**src/rtl/assert_macros.svh**
```systemverilog
// Assertion macros shared by the RTL of the flow classifier.
// No dependencies.
`ifndef ASSERT_MACROS_SVH
`define ASSERT_MACROS_SVH
// Implication checked at every rising clock edge outside reset.
`define ASSERT_IMPL(label, clk, rst_n, ante, cons) \
    label: assert property (@(posedge clk) disable iff (!rst_n) (ante) |-> (cons)) \
        else $error("assertion failed");
// Next-cycle implication checked outside reset.
`define ASSERT_NEXT(label, clk, rst_n, ante, cons) \
    label: assert property (@(posedge clk) disable iff (!rst_n) (ante) |=> (cons)) \
        else $error("assertion failed");
`endif

```
**src/rtl/ifc_ram.sv**
```systemverilog
// Generic single-port RAM with registered read data.
// No dependencies.
`default_nettype none
module ifc_ram #(
    parameter int WIDTH = 8,
    parameter int DEPTH = 16
) (
    input  wire logic                     i_clk,
    input  wire logic                     i_we,
    input  wire logic [$clog2(DEPTH)-1:0] i_addr,
    input  wire logic [WIDTH-1:0]         i_wdata,
    output logic [WIDTH-1:0]              o_rdata
);
    logic [WIDTH-1:0] r_mem [DEPTH];

    always_ff @(posedge i_clk) begin
        if (i_we) begin
            r_mem[i_addr] <= i_wdata;
        end
        o_rdata <= r_mem[i_addr];
    end
endmodule
`default_nettype wire

```
**config.mk**
```make
export PLATFORM = sky130hd
export DESIGN_NAME = ifc_ram
export DESIGN_NICKNAME = d
export VERILOG_FILES = /design/src/rtl/assert_macros.svh /design/src/rtl/ifc_ram.sv
export SDC_FILE = /design/constraint.sdc
export NUM_CORES = 1
export LEC_CHECK = 0
export ABC_AREA = 1
export BUFFER_PORTS_ARGS = -buffer_cell sky130_fd_sc_hd__buf_2
export CAP_MARGIN = 20
export CELL_PAD_IN_SITES_DETAIL_PLACEMENT = 0
export CELL_PAD_IN_SITES_GLOBAL_PLACEMENT = 2
export CORE_ASPECT_RATIO = 1.4
export CORE_MARGIN = 4
export CORE_UTILIZATION = 43
export CTS_CLUSTER_DIAMETER = 30
export CTS_CLUSTER_SIZE = 10
export DETAILED_ROUTE_END_ITERATION = 6
export MAX_ROUTING_LAYER = met4
export PLACE_DENSITY = 0.91
export SLEW_MARGIN = 20
export SYNTH_ARGS = -nofsm -noshare
export SYNTH_HDL_FRONTEND = slang
export SYNTH_SLANG_ARGS = --single-unit
```
**constraint.sdc**
```tcl
create_clock -name i_clk -period 5.09 [get_ports i_clk]
set_input_delay 1.018 -clock i_clk [delete_from_list [all_inputs] [get_ports i_clk]]
set_output_delay 1.018 -clock i_clk [all_outputs]
set_load 0.01 [all_outputs]
```
==> results.txt <==
- Cts repair resizes: 0
- In this run, distinct cell masters in the synthesized netlist total 11.
* Count of nets left with antenna violations after detail routing: 0
* Avg Vias per Cell: 4.84
- Global routing consumed, on the met3 layer, 4.57% of the routing resources.
- Setup repair after global routing left no endpoint under its margin.
* Clk sink count: 136
* Total of max-cap violations: 0
- Ranked by total cell area, the synthesized netlist is headed by edfxtp_1, nand2_1, dfxtp_1, inv_1, nor2_1.
- Static timing analysis puts the maximum clock frequency at 370 MHz.
* Clock latency reported for the late side of the worst-skew pair: 0.42 ns
- The worst setup path is launched from a primary input.
* TritonCTS clock tree: done
- The number of slew-limit violations in the final report is 0.
- Final min period: 2.70 ns
- Across the whole layout, storage elements account for 0.00400 sq mm.
- Number of search-and-repair iterations in the first detailed-routing pass: 5
- Via count of the first global-routing pass: 3436
- Count of vias placed by the detailed router: 3557
- The number of endpoints with negative hold slack in the final report is 0.
- Top Usage Layer GRT: met2
- Once layout is complete, the cells apart from fillers number 735.
- Worst Max-Slew Pin Slew: 0.779 ns
- Of all cell types, the one taking the most synthesized area is edfxtp_1.
- In this run the number of H-tree levels came out at 4.
- Synthesized instance count: 548
- Power spread over the standard cell area amounts to 421 mW/mm^2.
- Fill cells: 1141
- Placed Cells incl. Taps: 704
- Portion of the clock cycle consumed by the worst path in the final layout: 53.1%
- Yosys synthesis warning count: 0
- The synthesized netlist devotes 0% of its cell area to XOR and XNOR gates.
- Count of flip-flops with a built-in enable after synthesis: 128
- Library cell contributing the largest single delay on the critical path: nor2_1
* Fraction of the mapped netlist area in compound gates: 0%
* Data arrival time at the worst-slack endpoint: 2.74 ns
* Start-to-end type of the worst setup path: primary input to flop
* Cell area after layout: 0.00643 sq mm
* Number of port buffers: 21
* Crit-path max cell delay: 0.58 ns
- The die covers 0.0149 sq mm.
- Across every metal layer, demand over resource in global routing totals 17.8%.
* Aggregate negative setup slack: 0 ns
- Synth Flop Type: edfxtp_1
- By area, the combinational part of the netlist is dominated by simple AND/OR/NAND/NOR gates.
- Dividing the detail-routed wire length by the instance count gives 16.8 um.
- Once the clock tree was built, the setup fixing pass inserted 0 buffers.
- In the synthesized netlist, mux cells make up 0% of the area.
* Worst slew slack as a fraction of its limit: 47.9%
- Number of ports placed on the die boundary: 22
* Worst-case vdd ir drop: 0.234 mV
- The tightest min-delay check is of the flop to flop type.
- Clock skew on the completed layout was measured at 0.0105 ns.
* Leak Pwr: 2.75 nW
* Core outline area: 0.0128 sq mm
- The first global-routing pass estimated 18.8 mm of wire.
- Basic-gate share of the synthesized area counting and, or, nand and nor cells: 24.8%
* Multi-input gate area in the final layout: 0.00139 sq mm
- By count the netlist is led by nand2_1, edfxtp_1, inv_1, nor2_1, buf_2.
- The number of clock buffers added by TritonCTS is 17.
* Area delta synth->final: 14.9%
- Maximum fanout along the worst path: 65
- Number of core rows: 49
- Cell-by-cell listing of the critical path: buf_2 -> inv_2 -> buf_4 -> nand3_1 -> nor2_1
- The net count of the finished layout is 584.
* Critical Path Sink Type: flop
- After detailed routing, the number of remaining DRC violations is 0.
- Most frequent cell after synthesis: nand2_1
- Routed wire length: 12.3 mm
* Cell area after technology mapping: 0.00559 sq mm
* WHS Path Cells: 8
- Post-synth net total: 562
- Clk Tree Root Cell: clkbuf_16
- In this run the horizontal extent of the chip is 104 um.
- After clock tree synthesis, the clock-pin slew on the worst setup and hold paths is 0.06 ns.
- Maximum clock path buffer count: 2
* Fraction of met1 tracks used by global routing: 20.7%
* Drt first-iter violations: 162
* Area share of the leading cell type in the synthesized netlist: 68.7%
- Flip-flop and latch count after synthesis: 136
- Once detailed placement completed, the half-perimeter wirelength came to 7.91 mm.
- Vertical die dimension: 143 um
- Dividing the synthesized area by the synthesized cell count gives 10.2 sq um.
* Synthesized-area fraction occupied by adder cells: 0%
* Data required time of the critical path: 5.13 ns
- Final weighted congestion of routability-driven global placement: 0.824
* Initial core utilization: 43.6%
- Maximum number of pins on one net before global-route repair: 66
- In the global route stage, met2 resource usage came out at 30.6%.
- Post-CTS Hold Buffers: 0
- Number of antenna violations at the first check in global routing: 0
- The placed instances occupy a cell area of 0.00580 sq mm.
* Run status: complete, no violations
- After synthesis, the share of flip-flops with an asynchronous set or reset is 0%.
* Remaining Overflow, GRT: 0
- The number of antenna diodes in the final layout is 0.
- The number of cells on the worst reg-to-reg path is 8.
- Share of the yosys chip area belonging to registers: 71.6%
- Of the cells placed in the final design, the portion with a size suffix greater than 1 is 9.28%.
- Setup violations remaining at the end of the flow were counted as 0.
==> registers in the layout, summed over array words and instances (netlist names) <==
| signal | flops |
|---|---|
| o_rdata | 8 |
| r_mem | 128 |
==> cell usage in the layout, fill, tap and decap left out <==
cell type / Yosys / final
clkinvlp_4: 0 / 2
nor2_1: 18 / 18
nand2_1: 346 / 346
dfxtp_1: 8 / 8
clkinv_2: 0 / 3
bufinv_16: 0 / 5
inv_2: 1 / 1
clkinv_1: 1 / 3
inv_1: 21 / 21
clkinv_4: 0 / 1
nand3_1: 4 / 4
clkbuf_16: 0 / 17
edfxtp_1: 128 / 128
buf_2: 12 / 21
buf_4: 6 / 3
inv_6: 0 / 1
==> layout make-up <==
cell class	instances	share of cell area, %
Clock buffer	17	6.62
Clock inverter	14	3.19
Inverter	23	1.34
Multi-Input combinational cell	368	21.6
Sequential cell	136	62.3
Tap cell	153	2.98
Timing Repair Buffer	24	1.99
==> power breakdown <==
group / switching, W / internal (W)
Sequential: 0.00000649 / 0.00125
Combinational: 0.000109 / 0.0000379
Clock: 0.000440 / 0.000861
Total: 0.000556 / 0.00215
==> worst paths after layout <==
| path | to | slack, ns | from |
|---|---|---|---|
| setup / recovery | r_mem[2][6] | 2.39 | i_addr[0] |
| setup reg to reg | o_rdata[2] | 4.04 | r_mem[15][2] |
| hold reg to reg | o_rdata[4] | 0.70 | r_mem[0][4] |
| hold / removal | o_rdata[4] | 0.70 | r_mem[0][4] |
==> layer usage <==
| metal | wire length [um] | vias up |
|---|---|---|
| li1 | - | 1793 |
| met5 | 0 | - |
| met1 | 5230 | 1671 |
| met3 | 541 | 6 |
| met4 | 113 | 0 |
| met2 | 6460 | 87 |
==> worst max-delay path, delay by kind of cell <==
kind / cells / cell delay (ns)
buffers and inverters: 3 / 0.82
and+or+nand+nor: 2 / 0.89
==> through the flow <==
stage | power (W) | utilization, % | worst slack (ns) | hold WS, ns
finish | 0.00271 | 50.2 | 2.39 | 0.698
floorplan | 0.00137 | - | 2.69 | 0.643
CTS | 0.00272 | 50.2 | 2.34 | 0.707
global route | 0.00279 | 50.2 | 2.19 | 0.783
detailed placement | 0.00143 | 45.2 | 1.89 | 0.695
global placement | 0.00143 | 45.2 | 1.90 | 0.701
==> cell families (layout without fill, tap and decap cells) <==
kind of cell,count (synthesis),in the layout
buffers and inverters,44,78
flip-flops,136,136
AND/OR/NAND/NOR,368,368
(Power assumes the default switching activity.)
